==> src/hdl/hfa_pkg.sv <==
// shared types, constants and helpers for the hermitian fill address generator
package hfa_pkg;

	localparam int DIM_LIM    = 4;
	localparam int DIM_W      = $clog2(DIM_LIM);
	localparam int IDX_W      = 13;
	localparam int LANE_W     = 6;
	localparam int VL_W       = 7;
	localparam int ND_W       = 3;
	localparam int PADDR_W    = 5;
	localparam int PDATA_W    = 32;
	localparam int LANE_LIMIT = 64;

	typedef logic [2:0] reg_idx_t;
	localparam reg_idx_t REG_NUM_DIMS = 3'd0;
	localparam reg_idx_t REG_SIZE0    = 3'd1;
	localparam reg_idx_t REG_SIZE1    = 3'd2;
	localparam reg_idx_t REG_SIZE2    = 3'd3;
	localparam reg_idx_t REG_SIZE3    = 3'd4;
	localparam reg_idx_t REG_VEC_LEN  = 3'd5;

	typedef enum logic [1:0] {
		ST_PAIR      = 2'd0,
		ST_DONE      = 2'd1,
		ST_TOO_LARGE = 2'd2
	} status_t;

	typedef enum logic [1:0] {
		CHK_IDLE,
		CHK_LOAD,
		CHK_DIM
	} chk_state_t;

	typedef logic [DIM_LIM-1:0][IDX_W-1:0] idx_vec_t;

	typedef struct packed {
		logic [ND_W-1:0] num_dims;
		idx_vec_t        sizes;
		logic [VL_W-1:0] vec_len;
	} cfg_t;

	typedef struct packed {
		logic [LANE_W-1:0] lane;
		idx_vec_t          dst_idx;
		idx_vec_t          src_idx;
		status_t           status;
		logic              last;
	} item_t;

	// zero dimensions behaves as one
	function automatic logic [ND_W-1:0] nd_eff(input logic [ND_W-1:0] num_dims);
		return (num_dims == '0) ? ND_W'(1) : num_dims;
	endfunction

endpackage

==> src/hdl/hfa_addr_pipe.sv <==
// row-major address stages: dimensions zero and one, then one dimension per stage, then scale by vector length
module hfa_addr_pipe import hfa_pkg::*; #(
	parameter int ADDR_BITS = 24
) (
	input  logic                 clk,
	input  logic                 arst_n,
	input  cfg_t                 cfg,
	input  logic                 in_valid,
	input  item_t                in_item,
	output logic                 in_ready,
	output logic                 out_valid,
	input  logic                 out_ready,
	output logic [ADDR_BITS-1:0] dst_address,
	output logic [ADDR_BITS-1:0] src_address,
	output logic                 last,
	output logic [1:0]           status
);

	localparam int HW = ADDR_BITS + IDX_W;
	localparam int FW = ADDR_BITS + VL_W;

	function automatic logic [ADDR_BITS-1:0] horner(
		input logic [ADDR_BITS-1:0] lin,
		input logic [IDX_W-1:0]     size,
		input logic [IDX_W-1:0]     idx,
		input logic                 used
	);
		logic [HW-1:0] p;
		p = HW'(lin) * HW'(size) + HW'(idx);
		return used ? p[ADDR_BITS-1:0] : lin;
	endfunction

	function automatic logic [ADDR_BITS-1:0] scale(
		input logic [ADDR_BITS-1:0] lin,
		input logic [VL_W-1:0]      vl,
		input logic [LANE_W-1:0]    lane
	);
		logic [FW-1:0] p;
		p = FW'(lin) * FW'(vl) + FW'(lane);
		return p[ADDR_BITS-1:0];
	endfunction

	logic [ND_W-1:0]      nd;
	logic                 en_s2, en_s3, en_s4, en_s5;
	logic                 v_s2, v_s3, v_s4, v_s5;
	item_t                item_s2, item_s3, item_s4;
	logic [ADDR_BITS-1:0] dlin_s2, dlin_s3, dlin_s4;
	logic [ADDR_BITS-1:0] slin_s2, slin_s3, slin_s4;
	logic [ADDR_BITS-1:0] dst_s5, src_s5;
	logic                 last_s5;
	status_t              status_s5;

	assign nd = nd_eff(cfg.num_dims);

	// a stage moves when it is empty or the one after it moves
	assign en_s5    = !v_s5 || out_ready;
	assign en_s4    = !v_s4 || en_s5;
	assign en_s3    = !v_s3 || en_s4;
	assign en_s2    = !v_s2 || en_s3;
	assign in_ready = en_s2;

	always_ff @(posedge clk or negedge arst_n) begin
		if (!arst_n) begin
			v_s2 <= 1'b0;
			v_s3 <= 1'b0;
			v_s4 <= 1'b0;
			v_s5 <= 1'b0;
		end else begin
			if (en_s2) v_s2 <= in_valid;
			if (en_s3) v_s3 <= v_s2;
			if (en_s4) v_s4 <= v_s3;
			if (en_s5) v_s5 <= v_s4;
		end
	end

	always_ff @(posedge clk) begin
		if (en_s2 && in_valid) begin
			item_s2 <= in_item;
			dlin_s2 <= horner(ADDR_BITS'(in_item.dst_idx[0]), cfg.sizes[1],
				in_item.dst_idx[1], nd > ND_W'(1));
			slin_s2 <= horner(ADDR_BITS'(in_item.src_idx[0]), cfg.sizes[1],
				in_item.src_idx[1], nd > ND_W'(1));
		end
		if (en_s3 && v_s2) begin
			item_s3 <= item_s2;
			dlin_s3 <= horner(dlin_s2, cfg.sizes[2], item_s2.dst_idx[2], nd > ND_W'(2));
			slin_s3 <= horner(slin_s2, cfg.sizes[2], item_s2.src_idx[2], nd > ND_W'(2));
		end
		if (en_s4 && v_s3) begin
			item_s4 <= item_s3;
			dlin_s4 <= horner(dlin_s3, cfg.sizes[3], item_s3.dst_idx[3], nd > ND_W'(3));
			slin_s4 <= horner(slin_s3, cfg.sizes[3], item_s3.src_idx[3], nd > ND_W'(3));
		end
		if (en_s5 && v_s4) begin
			status_s5 <= item_s4.status;
			// no pair: addresses and last read as zero
			if (item_s4.status == ST_PAIR) begin
				dst_s5  <= scale(dlin_s4, cfg.vec_len, item_s4.lane);
				src_s5  <= scale(slin_s4, cfg.vec_len, item_s4.lane);
				last_s5 <= item_s4.last;
			end else begin
				dst_s5  <= '0;
				src_s5  <= '0;
				last_s5 <= 1'b0;
			end
		end
	end

	assign out_valid   = v_s5;
	assign dst_address = dst_s5;
	assign src_address = src_s5;
	assign last        = last_s5;
	assign status      = status_s5;

endmodule

==> config.mk <==
export PLATFORM = sky130hd
export DESIGN_NAME = hfa_addr_pipe
export DESIGN_NICKNAME = d
export VERILOG_FILES = /design/src/hdl/hfa_pkg.sv /design/src/hdl/hfa_addr_pipe.sv
export SDC_FILE = /design/constraint.sdc
export NUM_CORES = 2
export LEC_CHECK = 0
export BUFFER_PORTS_ARGS = -buffer_cell sky130_fd_sc_hd__clkbuf_2
export CORE_UTILIZATION = 65
export DETAILED_ROUTE_END_ITERATION = 10
export GPL_ROUTABILITY_DRIVEN = 0
export PLACE_DENSITY = 0.89
export SLEW_MARGIN = 40
export SYNTH_ARGS = -nofsm -noshare
export SYNTH_HDL_FRONTEND = slang
export SYNTH_SLANG_ARGS = --single-unit
==> constraint.sdc <==
create_clock -name clk -period 12.05 [get_ports clk]
set_input_delay 1.205 -clock clk [delete_from_list [all_inputs] [get_ports clk]]
set_output_delay 1.205 -clock clk [all_outputs]
set_load 0.005 [all_outputs]
==> metrics list <==
* Standard cell core area: 91900 µm²
- Clock tree from TritonCTS: done
- Pin slew with the least headroom to its limit: 897 ps
- Max frequency: 133 MHz
* Number of cells upsized or downsized after cts: 0
- Row generation in the floorplan step produced 111 rows.
* Post-layout minimum cycle time: 7550 ps
- The min-delay analysis places its worst path in the category in -> async.
* Pin count of the biggest net entering global routing: 79
* Antenna violations before repair: 9
- All-Layer GR Usage: 33.4%
* Clock sink count: 304
* Outcome: finished clean
- Max_cap viols: 0
- Total global routing overflow: 0
- Setup repair after global routing left no endpoint under its margin.
- Starting utilization of the core area: 65.8%
- Setup total negative slack on the finished layout was measured at 0 ps.
- Synthesis inferred 304 register bits.
- Total die area: 94300 µm²
- Once placement completed, the tool counted placed cells totaling 7551.
- CTS Hold Buffers Added: 0
- Final clock skew: 28.6 ps
* Cells after Synth: 6336
- In this run the biggest area consumer among cell types represents 38.5% of the synthesized area.
- # setup viols final: 0
- Worst slew margin relative to its limit: 40.2%
- Post-layout nets: 8196
* Number of distinct library cells after synthesis: 68
- Die Y: 307 µm
- The worst path uses 62.6% of the clock period.
- Setup Crit Path Kind: in -> reg
* Data arrival at the endpoint of the critical path: 7880 ps
- Required time of the critical path: 12380 ps
- The first global-routing pass estimated 249000 µm of wire.
* Clock buffer count from CTS: 37
* Post-route DRC violation count: 0
- Detailed-placement wirelength estimate: 115000 µm
* Buffers inserted during post-CTS setup optimization: 0
- The number of global-route vias before repair was 50549.
- Yosys warning count: 0
- Number of synthesized flops with an enable pin: 300
* Count of final max-slew check failures: 0
- From synthesis to final layout, the design area changed by 5.30%.
* Reg clk slew, reported paths: 60 ps
- Top cells by instance count after synthesis: sky130_fd_sc_hd__inv_1, sky130_fd_sc_hd__fa_1, sky130_fd_sc_hd__nand2_1, sky130_fd_sc_hd__and2_1, sky130_fd_sc_hd__ha_1
* Crit path capture type: flip-flop
- Kind of start point of the critical path: primary input
- Async S/R FF share, synth: 1.32%
- A synthesized cell averages 9.55 µm².
- Cell at the root of the clock tree: sky130_fd_sc_hd__clkbuf_16
* Sequential-to-total area share from yosys stat: 15.1%
- Number of design-rule violations left by the first detailed-router iteration: 3630
- The count of nets left with antenna violations once routing finished came out at 0.
- Setup slack on the critical path of the routed design comes to 4500 ps.
* Final routed wire length divided by cell count: 19.8 µm
- For the worst-skew pair, the clock arrives at the later sink with an insertion delay of 610 ps.
* Vias after detailed routing: 44880
- The most critical setup path has its startpoint at cfg[47].
* Count of buffers inserted at the top-level ports: 218
* Cell area after synthesis: 60500 µm²
- The final layout contains routed wiring with a total length of 151000 µm.
- Critical register-to-register path startpoint: slin_s3[7]
* Die span in x: 307 µm
* Synth Flop Type: sky130_fd_sc_hd__edfxtp_1
- Detail-routed via count per cell: 5.89
* Bufs on Longest Clock Path: 3
- The number of nets in the synthesized netlist is 8185.
- The finished layout holds 7623 standard cells, fillers aside.
- The biggest area contributor in the post-synthesis netlist is sky130_fd_sc_hd__fa_1.
- The pre-antenna-repair detailed-routing pass consisted of 8 iterations.
- Deepest level of the CTS H-tree: 2
- Yosys instantiated no cell more often than sky130_fd_sc_hd__inv_1.
- Worst hold margin: 409 ps
* Fraction of layout cells with a size suffix above 1: 5.95%
* Hold Violations, Final: 0
- Before CTS, the worst setup slack after placement is 3750 ps.
- Yosys attributes the largest share of cell area to sky130_fd_sc_hd__fa_1, sky130_fd_sc_hd__edfxtp_1, sky130_fd_sc_hd__ha_1, sky130_fd_sc_hd__and2_1, sky130_fd_sc_hd__inv_1.
- 232 I/O pins were placed.
* Max Fanout on Critical Path: 46
layout by cell type (no fill, tap or decap), types with 6 or more instances in the layout:
master                      count
sky130_fd_sc_hd__inv_1       1278
sky130_fd_sc_hd__fa_1        1164
sky130_fd_sc_hd__nand2_1      881
sky130_fd_sc_hd__and2_1       816
sky130_fd_sc_hd__ha_1         506
sky130_fd_sc_hd__edfxtp_1     300
sky130_fd_sc_hd__clkbuf_2     210
sky130_fd_sc_hd__xnor2_1      194
sky130_fd_sc_hd__nor2_1       143
sky130_fd_sc_hd__a21oi_1      135
sky130_fd_sc_hd__o21ai_0      112
sky130_fd_sc_hd__xor2_1        67
sky130_fd_sc_hd__a21o_1        54
sky130_fd_sc_hd__mux2_2        43
sky130_fd_sc_hd__nor3_1        41
sky130_fd_sc_hd__clkbuf_16     38
sky130_fd_sc_hd__buf_4         28
sky130_fd_sc_hd__nand2b_1      27
sky130_fd_sc_hd__o21a_1        26
sky130_fd_sc_hd__nand3_1       23
sky130_fd_sc_hd__a211oi_1      23
sky130_fd_sc_hd__nor2b_1       19
sky130_fd_sc_hd__a31oi_1       19
sky130_fd_sc_hd__o21bai_1      18
sky130_fd_sc_hd__nand4_1       17
sky130_fd_sc_hd__o211ai_1      14
sky130_fd_sc_hd__and3_1        13
sky130_fd_sc_hd__o31ai_1       10
sky130_fd_sc_hd__or3_1         10
sky130_fd_sc_hd__or2_2          9
sky130_fd_sc_hd__a21boi_0       7
sky130_fd_sc_hd__clkinv_2       6
path summary, 6_finish.rpt:
check	slack (ps)	cells after the start	end
min in group clk	410	0	item_s4[112]
max	4500	24	dlin_s4[23]
max in group asynchronous	11510	1	out_valid
max reg2reg	4890	23	slin_s4[23]
min	410	1	v_s2
min reg2reg	410	0	item_s4[112]
per-stage QoR:
step	instance area, µm²	utilization [%]
detailed placement	62400	67.9
global route	63700	69.3
CTS	63700	69.3
floorplan	60500	-
finish	63700	69.3
global placement	62400	67.8
registers in the layout, indices dropped and copies added (netlist names):
signal and flops:
status 2, dlin_s3 24, v_s3 1, item_s2 61, slin_s3 24, out_valid 1
v_s2 1, dlin_s2 24, slin_s4 24, v_s4 1, dlin_s4 24, item_s4 9
item_s3 35, slin_s2 24, last 1, src_address 24, dst_address 24
metal layers:
metal  vias to the layer above  track usage [%]  routed length (µm)
met5                         -                0                  65
met4                        10             21.8               10600
met3                       696             5.74               13100
met2                      2419             57.8               75400
met1                     22512             38.2               52000
li1                      19243                -                   -
area by class of cell:
type                            instances  area [µm²]
Inverter                             1279        4800
Fill cell                            6423       28200
Tap cell                             1243        1560
Clock buffer                           42         986
Clock inverter                         25         323
Sequential cell                       304        9110
Timing Repair Buffer                  247        1330
Multi-Input combinational cell       4478       45600
Antenna cell                            5        12.5
logic make-up after synthesis:
logic type               count (synthesis)  synth area share (%)
AND/OR/NAND/NOR                       2027                  16.7
buffers and inverters                 1554                  9.64
multiplexers                            43                 0.800
flip-flops                             304                  15.1
AO/OA/AOI/OAI                          477                  5.10
adder cells (fa/ha/maj)               1670                  49.0
XOR/XNOR                               261                  3.78
critical path, cell delays in order:
cell and delay [ps]:
sky130_fd_sc_hd__clkbuf_2 110, sky130_fd_sc_hd__buf_4 310, sky130_fd_sc_hd__and2_1 240, sky130_fd_sc_hd__fa_1 530
sky130_fd_sc_hd__inv_1 50, sky130_fd_sc_hd__fa_1 470, sky130_fd_sc_hd__inv_1 50, sky130_fd_sc_hd__fa_1 500
sky130_fd_sc_hd__inv_1 50, sky130_fd_sc_hd__fa_1 520, sky130_fd_sc_hd__inv_1 50, sky130_fd_sc_hd__fa_1 480
sky130_fd_sc_hd__inv_1 50, sky130_fd_sc_hd__fa_1 480, sky130_fd_sc_hd__inv_1 50, sky130_fd_sc_hd__ha_1 240
sky130_fd_sc_hd__or4_1 550, sky130_fd_sc_hd__o21bai_1 450, sky130_fd_sc_hd__o211a_1 300, sky130_fd_sc_hd__nor3_1 80
sky130_fd_sc_hd__a2111oi_2 520, sky130_fd_sc_hd__a21oi_1 170, sky130_fd_sc_hd__xnor2_1 160, sky130_fd_sc_hd__mux2_2 260
Power is left out: the tool's default activity adds up to more than one toggle a clock period on the data nets, which glitch-free logic cannot reach.
