$ cat src/hdl/hfa_pkg.sv
// shared types, constants and helpers for the hermitian fill address generator
package hfa_pkg;

	localparam int DIM_LIM    = 4;
	localparam int DIM_W      = $clog2(DIM_LIM);
	localparam int IDX_W      = 13;
	localparam int LANE_W     = 6;
	localparam int VL_W       = 7;
	localparam int ND_W       = 3;
	localparam int PADDR_W    = 5;
	localparam int PDATA_W    = 32;
	localparam int LANE_LIMIT = 64;

	typedef logic [2:0] reg_idx_t;
	localparam reg_idx_t REG_NUM_DIMS = 3'd0;
	localparam reg_idx_t REG_SIZE0    = 3'd1;
	localparam reg_idx_t REG_SIZE1    = 3'd2;
	localparam reg_idx_t REG_SIZE2    = 3'd3;
	localparam reg_idx_t REG_SIZE3    = 3'd4;
	localparam reg_idx_t REG_VEC_LEN  = 3'd5;

	typedef enum logic [1:0] {
		ST_PAIR      = 2'd0,
		ST_DONE      = 2'd1,
		ST_TOO_LARGE = 2'd2
	} status_t;

	typedef enum logic [1:0] {
		CHK_IDLE,
		CHK_LOAD,
		CHK_DIM
	} chk_state_t;

	typedef logic [DIM_LIM-1:0][IDX_W-1:0] idx_vec_t;

	typedef struct packed {
		logic [ND_W-1:0] num_dims;
		idx_vec_t        sizes;
		logic [VL_W-1:0] vec_len;
	} cfg_t;

	typedef struct packed {
		logic [LANE_W-1:0] lane;
		idx_vec_t          dst_idx;
		idx_vec_t          src_idx;
		status_t           status;
		logic              last;
	} item_t;

	// zero dimensions behaves as one
	function automatic logic [ND_W-1:0] nd_eff(input logic [ND_W-1:0] num_dims);
		return (num_dims == '0) ? ND_W'(1) : num_dims;
	endfunction

endpackage

$ cat src/hdl/hfa_cfg_check.sv
// configuration size check: one dimension per cycle after each register write
module hfa_cfg_check import hfa_pkg::*; #(
	parameter int MAX_DIMS  = 4,
	parameter int ADDR_BITS = 24,
	parameter int SIZE_BITS = 12
) (
	input  logic clk,
	input  logic arst_n,
	input  logic start,
	input  cfg_t cfg,
	output logic busy,
	output logic too_large
);

	localparam int PW = ADDR_BITS + 1;
	localparam int MW = PW + IDX_W;
	localparam logic [PW-1:0] LIMIT = PW'(1) << ADDR_BITS;
	localparam logic [31:0] SIZE_LIM = 32'd1 << SIZE_BITS;

	chk_state_t       state_q, state_nxt;
	logic [DIM_W-1:0] dim_q;
	logic [PW-1:0]    prod_q;
	logic             flag_q;
	logic [ND_W-1:0]  nd;
	logic [IDX_W-1:0] size_cur;
	logic [MW-1:0]    mult;
	logic             dim_used;

	assign nd       = nd_eff(cfg.num_dims);
	assign size_cur = cfg.sizes[dim_q];
	assign mult     = MW'(prod_q) * MW'(size_cur);
	assign dim_used = ND_W'(dim_q) < nd;

	always_comb begin
		state_nxt = state_q;
		case (state_q)
			CHK_IDLE: if (start) state_nxt = CHK_LOAD;
			CHK_LOAD: state_nxt = start ? CHK_LOAD : CHK_DIM;
			CHK_DIM: begin
				if (start) state_nxt = CHK_LOAD;
				else if (dim_q == DIM_W'(DIM_LIM - 1)) state_nxt = CHK_IDLE;
			end
			default: state_nxt = CHK_IDLE;
		endcase
	end

	always_comb begin
		busy      = (state_q != CHK_IDLE);
		too_large = flag_q;
	end

	always_ff @(posedge clk or negedge arst_n) begin
		if (!arst_n) begin
			state_q <= CHK_IDLE;
			flag_q  <= 1'b0;
			dim_q   <= '0;
		end else begin
			state_q <= state_nxt;
			case (state_q)
				CHK_LOAD: begin
					flag_q <= (32'(nd) > MAX_DIMS) || (32'(nd) > DIM_LIM) ||
						(32'(cfg.vec_len) > LANE_LIMIT);
					dim_q  <= '0;
				end
				CHK_DIM: begin
					if (dim_used) begin
						if ((32'(size_cur) > SIZE_LIM) || (mult > MW'(LIMIT)))
							flag_q <= 1'b1;
					end
					dim_q <= dim_q + DIM_W'(1);
				end
				default: ;
			endcase
		end
	end

	// running product, only meaningful while the flag is clear
	always_ff @(posedge clk) begin
		case (state_q)
			CHK_LOAD: prod_q <= PW'(cfg.vec_len);
			CHK_DIM:  if (dim_used) prod_q <= mult[PW-1:0];
			default: ;
		endcase
	end

endmodule

$ cat config.mk
export PLATFORM = sky130hd
export DESIGN_NAME = hfa_cfg_check
export DESIGN_NICKNAME = d
export VERILOG_FILES = /design/src/hdl/hfa_pkg.sv /design/src/hdl/hfa_cfg_check.sv
export SDC_FILE = /design/constraint.sdc
export NUM_CORES = 1
export LEC_CHECK = 0
export CORE_ASPECT_RATIO = 1.4
export CORE_MARGIN = 4
export CORE_UTILIZATION = 62
export DETAILED_ROUTE_END_ITERATION = 10
export DONT_BUFFER_PORTS = 1
export PLACE_DENSITY = 0.78
export SLEW_MARGIN = 20
export SYNTH_ARGS = -nofsm -noshare
export SYNTH_HDL_FRONTEND = slang
export SYNTH_SLANG_ARGS = --single-unit
$ cat constraint.sdc
create_clock -name clk -period 8.27 [get_ports clk]
set_clock_uncertainty 0.2 [all_clocks]
set_input_delay 1.654 -clock clk [delete_from_list [all_inputs] [get_ports clk]]
set_output_delay 1.654 -clock clk [all_outputs]
set_load 0.1 [all_outputs]
==> flow_metrics.py, run 1 <==
metrics = {
    "status": {
        "status": "finished clean",
    },
    "drt": {
        "route.top_layer_used": "met4",
        "remaining_drc_errors": 0,
        "wl_per_cell_microns": 19.47,
        "wl_met2_microns": 16620,
        "via_per_inst": 5.887,
        "drt-met1-wl_microns": 10710,
        "ant_nets": 0,
        "drtIter0Drc": 623,
        "drt-total-wl_microns": 30880,
        "wl_met3_microns": 2090,
        "dr.pass1.iters": 5,
        "route.vias.total": 9337,
    },
    "critical_path": {
        "path_buf_inv": 4,
        "regToRegStartpoint": "dim_q[0]",
        "crit_required_ns": 8.23,
        "path_max_fanout": 16,
        "critical_path.top_delay_family": "adder cells",
        "critPathMaxStageDelay_ns": 0.65,
        "arrival_ns": 7.92,
        "critPathCaptureType": "flop",
        "cp-start-kind": "input pin",
        "crit_chain": "mux4_2 > and2_1 > fa_1 > inv_1 > fa_1 > inv_1 > fa_1 > fa_1 > inv_1 > fa_1 > inv_1 > ha_1 > nand3_1 > o211ai_1 > a221oi_2 > a221oi_1 > o21bai_1 > and3_1 > nor4_1 > nand4_1 > nor3_1 > nor3b_1",
        "ff2ff_setup_slack_ns": 0.74,
        "ff2ff_path_depth": 23,
        "cp_common_cell": "fa_1",
        "worst-setup-path-type": "input pin to flop",
        "slowest_stage": "mux4_2",
        "worst_r2r_endpoint": "too_large",
    },
    "synthesis": {
        "synth_ff_type": "edfxtp_1",
        "synthArstFlopShare_pct": 16.67,
        "seq_area_frac_synth_pct": 7.191,
        "synth_top_area_share_pct": 41.59,
        "synth_top_family_by_area": "adder cells",
        "synth-simple-area-share_pct": 18.90,
        "yosys.area_share.xor_xnor_pct": 2.085,
        "synth_nets": 1777,
        "syn-instance-count": 1370,
        "synth.ff_latch_count": 30,
        "synth.avg_cell_area_sq_um": 8.890,
        "synth.area.top_cells": "fa_1 42%, ha_1 9.1%, inv_1 8.8%",
        "synth_cell_type_count": 62,
        "synth-edff-count": 25,
        "yosysMostFrequentCell": "inv_1",
        "synth_fa_ha_area_share_pct": 50.73,
        "ys_warn_count": 0,
        "synth_area_leader_cell": "fa_1",
        "synth_mux_area_share_pct": 3.205,
        "synth_compound_area_share_pct": 6.739,
        "syn_area_sq_um": 12180,
        "synth_top_cells_by_count": "285 x inv_1, 253 x fa_1, 218 x nand2_1",
    },
    "clock_network": {
        "cts_hold_buf": 0,
        "clockBufferDepth": 2,
        "cts_sinks": 30,
        "cts_buffers": 5,
        "cts-root-buf": "clkbuf_16",
        "htree_levels": 2,
        "cts.clk_slew.worst_paths_ns": 0.05,
        "insertion_delay_ns": 0.28,
        "cts_tree": "yes",
        "post_cts_buffers": 0,
        "cts_resized": 0,
    },
    "finish": {
        "regArea_sq_um": 875.8,
        "multi_input_area_sq_um": 9948,
        "final_nets": 1739,
        "nFillCells": 1545,
        "drive_above_1_share_pct": 4.726,
        "area_growth_pct": 3.431,
    },
    "die": {
        "start_util_pct": 63.13,
        "rows": 60,
        "die_w_microns": 126.5,
        "die-area_sq_um": 21980,
        "ioPinCount": 67,
        "die_h_microns": 173.8,
        "coreArea_sq_um": 19290,
    },
    "min_path": {
        "hp-start": "state_q[0]",
        "min_path_type": "flop to flop",
        "whs_endpoint": "state_q[0]",
        "min_delay_path_depth": 2,
    },
    "timing": {
        "rsz0062_at_grt": "false",
        "setup_viol": 0,
        "period_needed_ns": 7.956,
        "fin_crit_sh_pct": 96.20,
        "hold_viol_final": 0,
        "slew_viol_final": 0,
        "tightestPinTransition_ns": 1.004,
        "relSlewSlack_pct": 33.08,
        "fin_tns_setup_ns": 0,
        "timing.fmax_mhz": 125.7,
    },
    "global_route": {
        "grt_util_all_layers_pct": 29.15,
        "grt_pass1_vias": 10373,
        "grt_pass1_wl_microns": 50900,
        "grt_start_max_net_pins": 28,
        "overflow": 0,
        "antenna_found_initial": 5,
    },
    "place": {
        "globalplace.congestion": 0.9748,
        "hpwl_microns": 25420,
        "portBuffers": 0,
    },
    "flow_run": {
        "cap_violations": 0,
    },
}
## tightest hold or removal path, delay by kind of cell, from the launching register on
family / cells / cell delay, ns
buf+inv: 1 / 0.11
compound gates: 1 / 0.08
flops: 1 / 0.39
## cell usage in the layout (no fill, tap or decap), drive strengths merged, types with 9 or more instances in the layout
| master | n |
|---|---|
| xor2 | 10 |
| nor2 | 29 |
| xnor2 | 19 |
| nor4 | 9 |
| mux4 | 13 |
| a21o | 10 |
| edfxtp | 25 |
| o21ai | 25 |
| nand2 | 218 |
| buf | 25 |
| and2 | 150 |
| a21oi | 43 |
| nand4 | 11 |
| nand3 | 15 |
| fa | 253 |
| inv | 285 |
| ha | 89 |
## cells by family (layout without fill, tap and decap cells)
logic type	Yosys count	in the layout
AO/OA/AOI/OAI	126	126
XOR/XNOR	29	29
adder cells (fa/ha/maj)	342	342
buffers and inverters	356	319
flip-flops	30	30
multiplexers	22	22
other	0	5
AND/OR/NAND/NOR	465	465
## metal layers
| metal | vias up | GRT usage (%) |
|---|---|---|
| met5 | - | 0 |
| met4 | 0 | 12.12 |
| met3 | 112 | 4.162 |
| met2 | 359 | 53.40 |
| met1 | 4739 | 33.76 |
| li1 | 4127 | - |
## stage by stage
step                utilization (%)  instances  instance area [sq um]  hold slack [ns]  setup WS [ns]
CTS                           65.23       1581                  12580           0.4315         0.4493
finish                        65.29       1586                  12600           0.4260         0.3141
global route                  65.23       1581                  12580           0.4608        0.01590
floorplan                         -       1370                  12180           0.3803         0.7479
global placement              64.25       1573                  12400           0.4224         0.2659
detailed placement            64.25       1573                  12400           0.4160         0.1754
## how the worst max path moves through the flow
stage	slack (ns)	cells past startpoint	to	startpoint
2_1_floorplan	0.75	23	too_large	cfg[49]
3_3_place_gp	0.27	22	too_large	cfg[47]
3_5_place_dp	0.18	22	too_large	cfg[47]
4_1_cts	0.45	22	too_large	cfg[47]
5_1_grt	0.02	22	too_large	cfg[47]
6_report	0.31	22	too_large	cfg[47]
## flip-flops by register name (all words and copies together) (netlist names)
signal     cells
prod_q        25
state_q        2
too_large      1
dim_q          2
## cell type report
type | instances | share of cell area [%]
Tap cell | 248 | 2.463
Clock buffer | 5 | 0.9932
Inverter | 286 | 8.522
Multi-Input combinational cell | 984 | 78.97
Antenna cell | 5 | 0.09932
Sequential cell | 30 | 6.953
Clock inverter | 3 | 0.5066
Timing Repair Buffer | 25 | 1.490
Power of run 1 is not shown: default switching activity piles up to over one toggle a cycle in this logic, so the estimate is an artifact.
==> inputs of run 2 (changes only) <==
- clock period: 8.27 -> 9.1 ns (I/O delays scaled with it)
==> flow_metrics.py, run 2 (synthesis results as in run 1) <==
metrics = {
    "status": {
        "status": "finished clean",
    },
    "timing": {
        "hold_viol_final": 0,
        "fin_crit_sh_pct": 89.54,
        "whs_ns": 0.4271,
        "setup_viol": 0,
        "rsz0062_at_grt": "false",
        "timing.fmax_mhz": 122.7,
        "slew_viol_final": 0,
        "fin_tns_setup_ns": 0,
        "relSlewSlack_pct": 34.18,
        "tightestPinTransition_ns": 0.9873,
        "period_needed_ns": 8.148,
    },
    "critical_path": {
        "crit_chain": "mux4_2 > and2_1 > fa_1 > inv_1 > fa_1 > inv_1 > fa_1 > fa_1 > inv_1 > fa_1 > inv_1 > ha_1 > nand3_1 > o211ai_1 > a221oi_2 > a221oi_1 > o21bai_1 > and3_1 > nor4_1 > nand4_1 > nor3_1 > nor3b_1",
        "critical_path.top_delay_family": "adder cells",
        "worst-setup-path-type": "input pin to flop",
        "cp-start-kind": "input pin",
        "critPathMaxStageDelay_ns": 0.72,
        "slowest_stage": "mux4_2",
        "ff2ff_path_depth": 22,
        "cp_common_cell": "fa_1",
        "path_max_fanout": 26,
        "crit_required_ns": 9.06,
        "critPathCaptureType": "flop",
        "regToRegStartpoint": "dim_q[0]",
        "worst_r2r_endpoint": "too_large",
        "arrival_ns": 8.11,
        "path_buf_inv": 4,
        "startpoint": "cfg[48]",
        "ff2ff_setup_slack_ns": 1.38,
    },
    "drt": {
        "route.vias.total": 9307,
        "via_per_inst": 5.962,
        "drt-total-wl_microns": 30280,
        "drtIter0Drc": 530,
        "dr.pass1.iters": 5,
        "wl_per_cell_microns": 19.40,
        "remaining_drc_errors": 0,
        "ant_nets": 0,
    },
    "die": {
        "die_h_microns": 173.8,
        "die_w_microns": 126.5,
        "rows": 60,
        "start_util_pct": 63.13,
        "coreArea_sq_um": 19290,
        "die-area_sq_um": 21980,
        "ioPinCount": 67,
    },
    "global_route": {
        "grt_util_all_layers_pct": 28.72,
        "overflow": 0,
        "grt_pass1_wl_microns": 50380,
        "antenna_found_initial": 4,
        "grt_start_max_net_pins": 28,
        "grt_pass1_vias": 10201,
    },
    "finish": {
        "final_nets": 1717,
        "mostFrequentLayoutCells": "285 x inv_1, 253 x fa_1, 218 x nand2_1",
        "largest_reg_flops": 25,
        "mostFrequentLayoutCell": "inv_1",
        "reg.largest.list": "prod_q: 25 flops, dim_q: 2 flops, state_q: 2 flops",
        "regMostFlops": "prod_q",
        "drive_above_1_share_pct": 3.204,
        "area_growth_pct": 1.818,
    },
    "clock_network": {
        "htree_levels": 2,
        "cts_resized": 0,
        "cts_sinks": 30,
        "clockBufferDepth": 2,
        "insertion_delay_ns": 0.28,
        "post_cts_buffers": 0,
        "cts-root-buf": "clkbuf_16",
        "cts_tree": "yes",
        "cts_buffers": 5,
        "cts_hold_buf": 0,
        "cts.clk_slew.worst_paths_ns": 0.05,
    },
    "place": {
        "hpwl_microns": 24680,
        "portBuffers": 0,
        "globalplace.congestion": 0.9761,
    },
    "min_path": {
        "min_delay_path_depth": 2,
        "hp-start": "state_q[0]",
        "whs_endpoint": "state_q[0]",
        "min_path_type": "flop to flop",
    },
    "flow_run": {
        "cap_violations": 0,
    },
}
## run 2: cell count changes in the layout (fill, tap and decap cells not counted)
cell	change
buf_4	-22
diode_2	-3
clkinv_1	-1
bufinv_16	-1
clkinv_2	+2
## run 2: how the worst max path moves through the flow
stage	to	slack, ns	cells after the start
finish	too_large	0.95	22
floorplan	too_large	1.41	23
global route	too_large	0.65	22
CTS	too_large	1.01	22
global placement	too_large	0.84	20
detailed placement	too_large	0.77	22
## run 2: worst reg2reg max path, cell delays in order, from the launching register on
cell and delay (ns):
dfrtp_1 0.95, mux4_2 0.88, and2_1 0.30, fa_1 0.51, inv_1 0.05, fa_1 0.47, inv_1 0.05, fa_1 0.48
fa_1 0.57, inv_1 0.06, fa_1 0.48, inv_1 0.05, ha_1 0.38, nand3_1 0.11, o211ai_1 0.38, a221oi_2 0.17
a221oi_1 0.39, o21bai_1 0.15, and3_1 0.20, nor4_1 0.38, nand4_1 0.14, nor3_1 0.19, nor3b_1 0.07
## run 2: final cells by class
type	instances	area (sq um)
diodes	2	5.005
multi-input cells	984	9948
clock inverters	3	40.04
fillers	1597	6893
flip-flops and latches	30	875.8
inverters	286	1074
repair buffers	3	22.52
clock buffers	5	125.1
well taps	248	310.3
## run 2: metrics by stage
stage | utilization [%] | cell area, sq um | cells | setup slack (ns)
finish | 64.27 | 12400 | 1561 | 0.9519
global route | 64.25 | 12400 | 1559 | 0.6486
CTS | 64.25 | 12400 | 1559 | 1.015
detailed placement | 63.39 | 12230 | 1551 | 0.7666
global placement | 63.39 | 12230 | 1551 | 0.8398
floorplan | - | 12180 | 1370 | 1.412
## run 2: layer usage
layer,part of all wire (%),track usage (%)
met1,34,32.58
met2,55,53.33
met3,5.3,3.607
met4,5.3,12.66
met5,0.043,0
Power of run 2 is left out for the same reason.
==> inputs of run 3 (changes only) <==
- CORE_MARGIN: 4 -> not set
==> flow_metrics.py, run 3 (synthesis results as in run 1) <==
metrics = {
    "drt": {
        "remaining_drc_errors": 0,
        "dr.pass1.iters": 6,
        "ant_nets": 0,
        "drt-total-wl_microns": 30230,
        "via_per_inst": 6.003,
        "drtIter0Drc": 499,
        "route.vias.total": 9347,
        "wl_per_cell_microns": 19.41,
    },
    "global_route": {
        "overflow": 0,
        "grt_start_max_net_pins": 28,
        "grt.busiest_layer": "met2",
        "antenna_found_initial": 4,
        "grt_pass1_vias": 10316,
        "gr-usage-met3_pct": 4.133,
        "use_met2_pct": 60.89,
        "grt_pass1_wl_microns": 51100,
        "met1_usage_pct": 36.97,
        "grt_util_all_layers_pct": 32.75,
    },
    "timing": {
        "fin_crit_sh_pct": 88.99,
        "rsz0062_at_grt": "false",
        "fin_tns_setup_ns": 0,
        "relSlewSlack_pct": 32.05,
        "tightestPinTransition_ns": 1.019,
        "timing.fmax_mhz": 123.5,
        "hold_viol_final": 0,
        "setup_viol": 0,
        "period_needed_ns": 8.098,
        "slew_viol_final": 0,
    },
    "clock_network": {
        "cts_resized": 0,
        "cts_sinks": 30,
        "htree_levels": 2,
        "cts_hold_buf": 0,
        "cts-root-buf": "clkbuf_16",
        "cts_tree": "yes",
        "post_cts_buffers": 0,
        "clockBufferDepth": 2,
        "insertion_delay_ns": 0.28,
        "cts_buffers": 5,
        "cts.clk_slew.worst_paths_ns": 0.05,
    },
    "die": {
        "rows": 60,
        "coreArea_sq_um": 19220,
        "ioPinCount": 67,
        "die_h_microns": 167.8,
        "die-area_sq_um": 20220,
        "die_w_microns": 120.5,
        "start_util_pct": 63.37,
    },
    "finish": {
        "drive_above_1_share_pct": 3.056,
        "area_growth_pct": 1.654,
        "regMostFlops": "prod_q",
        "layout.cells.non_filler": 1557,
        "final_nets": 1715,
        "antenna_cells": 0,
        "reg.largest.list": "prod_q: 25 flops, dim_q: 2 flops, state_q: 2 flops",
        "largest_reg_flops": 25,
        "mostFrequentLayoutCells": "285 x inv_1, 253 x fa_1, 218 x nand2_1",
        "mostFrequentLayoutCell": "inv_1",
    },
    "min_path": {
        "min_delay_path_depth": 2,
        "min_path_type": "flop to flop",
    },
    "critical_path": {
        "worst-setup-path-type": "input pin to flop",
        "crit_chain": "mux4_2 > and2_1 > fa_1 > inv_1 > fa_1 > inv_1 > fa_1 > fa_1 > inv_1 > fa_1 > inv_1 > ha_1 > nand3_1 > o211ai_1 > a221oi_2 > a221oi_1 > o21bai_1 > and3_1 > nor4_1 > nand4_1 > nor3_1 > nor3b_1",
        "critPathCaptureType": "flop",
        "path_max_fanout": 26,
        "ff2ff_path_depth": 22,
        "critPathMaxStageDelay_ns": 0.73,
        "cp-start-kind": "input pin",
        "crit_required_ns": 9.07,
        "slowest_stage": "mux4_2",
        "cp_common_cell": "fa_1",
        "arrival_ns": 8.06,
        "ff2ff_setup_slack_ns": 1.39,
    },
    "place": {
        "globalplace.congestion": 0.9442,
        "dp_cells": 1549,
        "portBuffers": 0,
        "hpwl_microns": 23890,
    },
    "flow_run": {
        "cap_violations": 0,
    },
    "status": {
        "status": "finished clean",
    },
}
## run 3: changes by cell type in the layout (fill, tap and decap cells not counted)
cell,previous run,this run
buf_4,3,1
diode_2,2,0
## run 3: layout make-up
| type | count | area [sq um] |
|---|---|---|
| clock buffers | 5 | 125.1 |
| clock inverters | 3 | 40.04 |
| fillers | 1689 | 6838 |
| inverters | 286 | 1074 |
| multi-input cells | 984 | 9948 |
| flip-flops and latches | 30 | 875.8 |
| well taps | 248 | 310.3 |
| repair buffers | 1 | 7.507 |
## run 3: critical path: cells and delay by family
kind | cells | cell delay (ns)
buffers and inverters | 4 | 0.20
multiplexers | 1 | 0.73
adder cells (fa/ha/maj) | 6 | 2.87
AO/OA/AOI/OAI | 4 | 1.08
AND/OR/NAND/NOR | 7 | 1.34
## run 3: per-stage QoR
stage               area, sq um  utilization [%]  hold WS, ns  setup slack [ns]
floorplan                 12180                -       0.3803             1.412
global placement          12220            63.56       0.4069            0.7935
detailed placement        12220            63.56       0.4323            0.6949
CTS                       12380            64.42       0.4430            0.9739
global route              12380            64.42       0.4760            0.6040
finish                    12380            64.42       0.4447             1.002
## run 3: worst paths after layout
kind	from	endpoint
setup / recovery	cfg[48]	too_large
hold / removal	state_q[0]	state_q[0]
setup reg to reg	dim_q[0]	too_large
hold reg to reg	state_q[0]	state_q[0]
max in group asynchronous	arst_n	state_q[0]
min in group asynchronous	arst_n	too_large
## run 3: per-layer routing
layer	vias up	routed length, microns	part of all wire (%)
met2	395	16720	55
met3	113	1730	5.7
met4	2	1364	4.5
met5	-	14	0.046
met1	4766	10400	34
li1	4071	-	-
Power of run 3 is left out for the same reason.
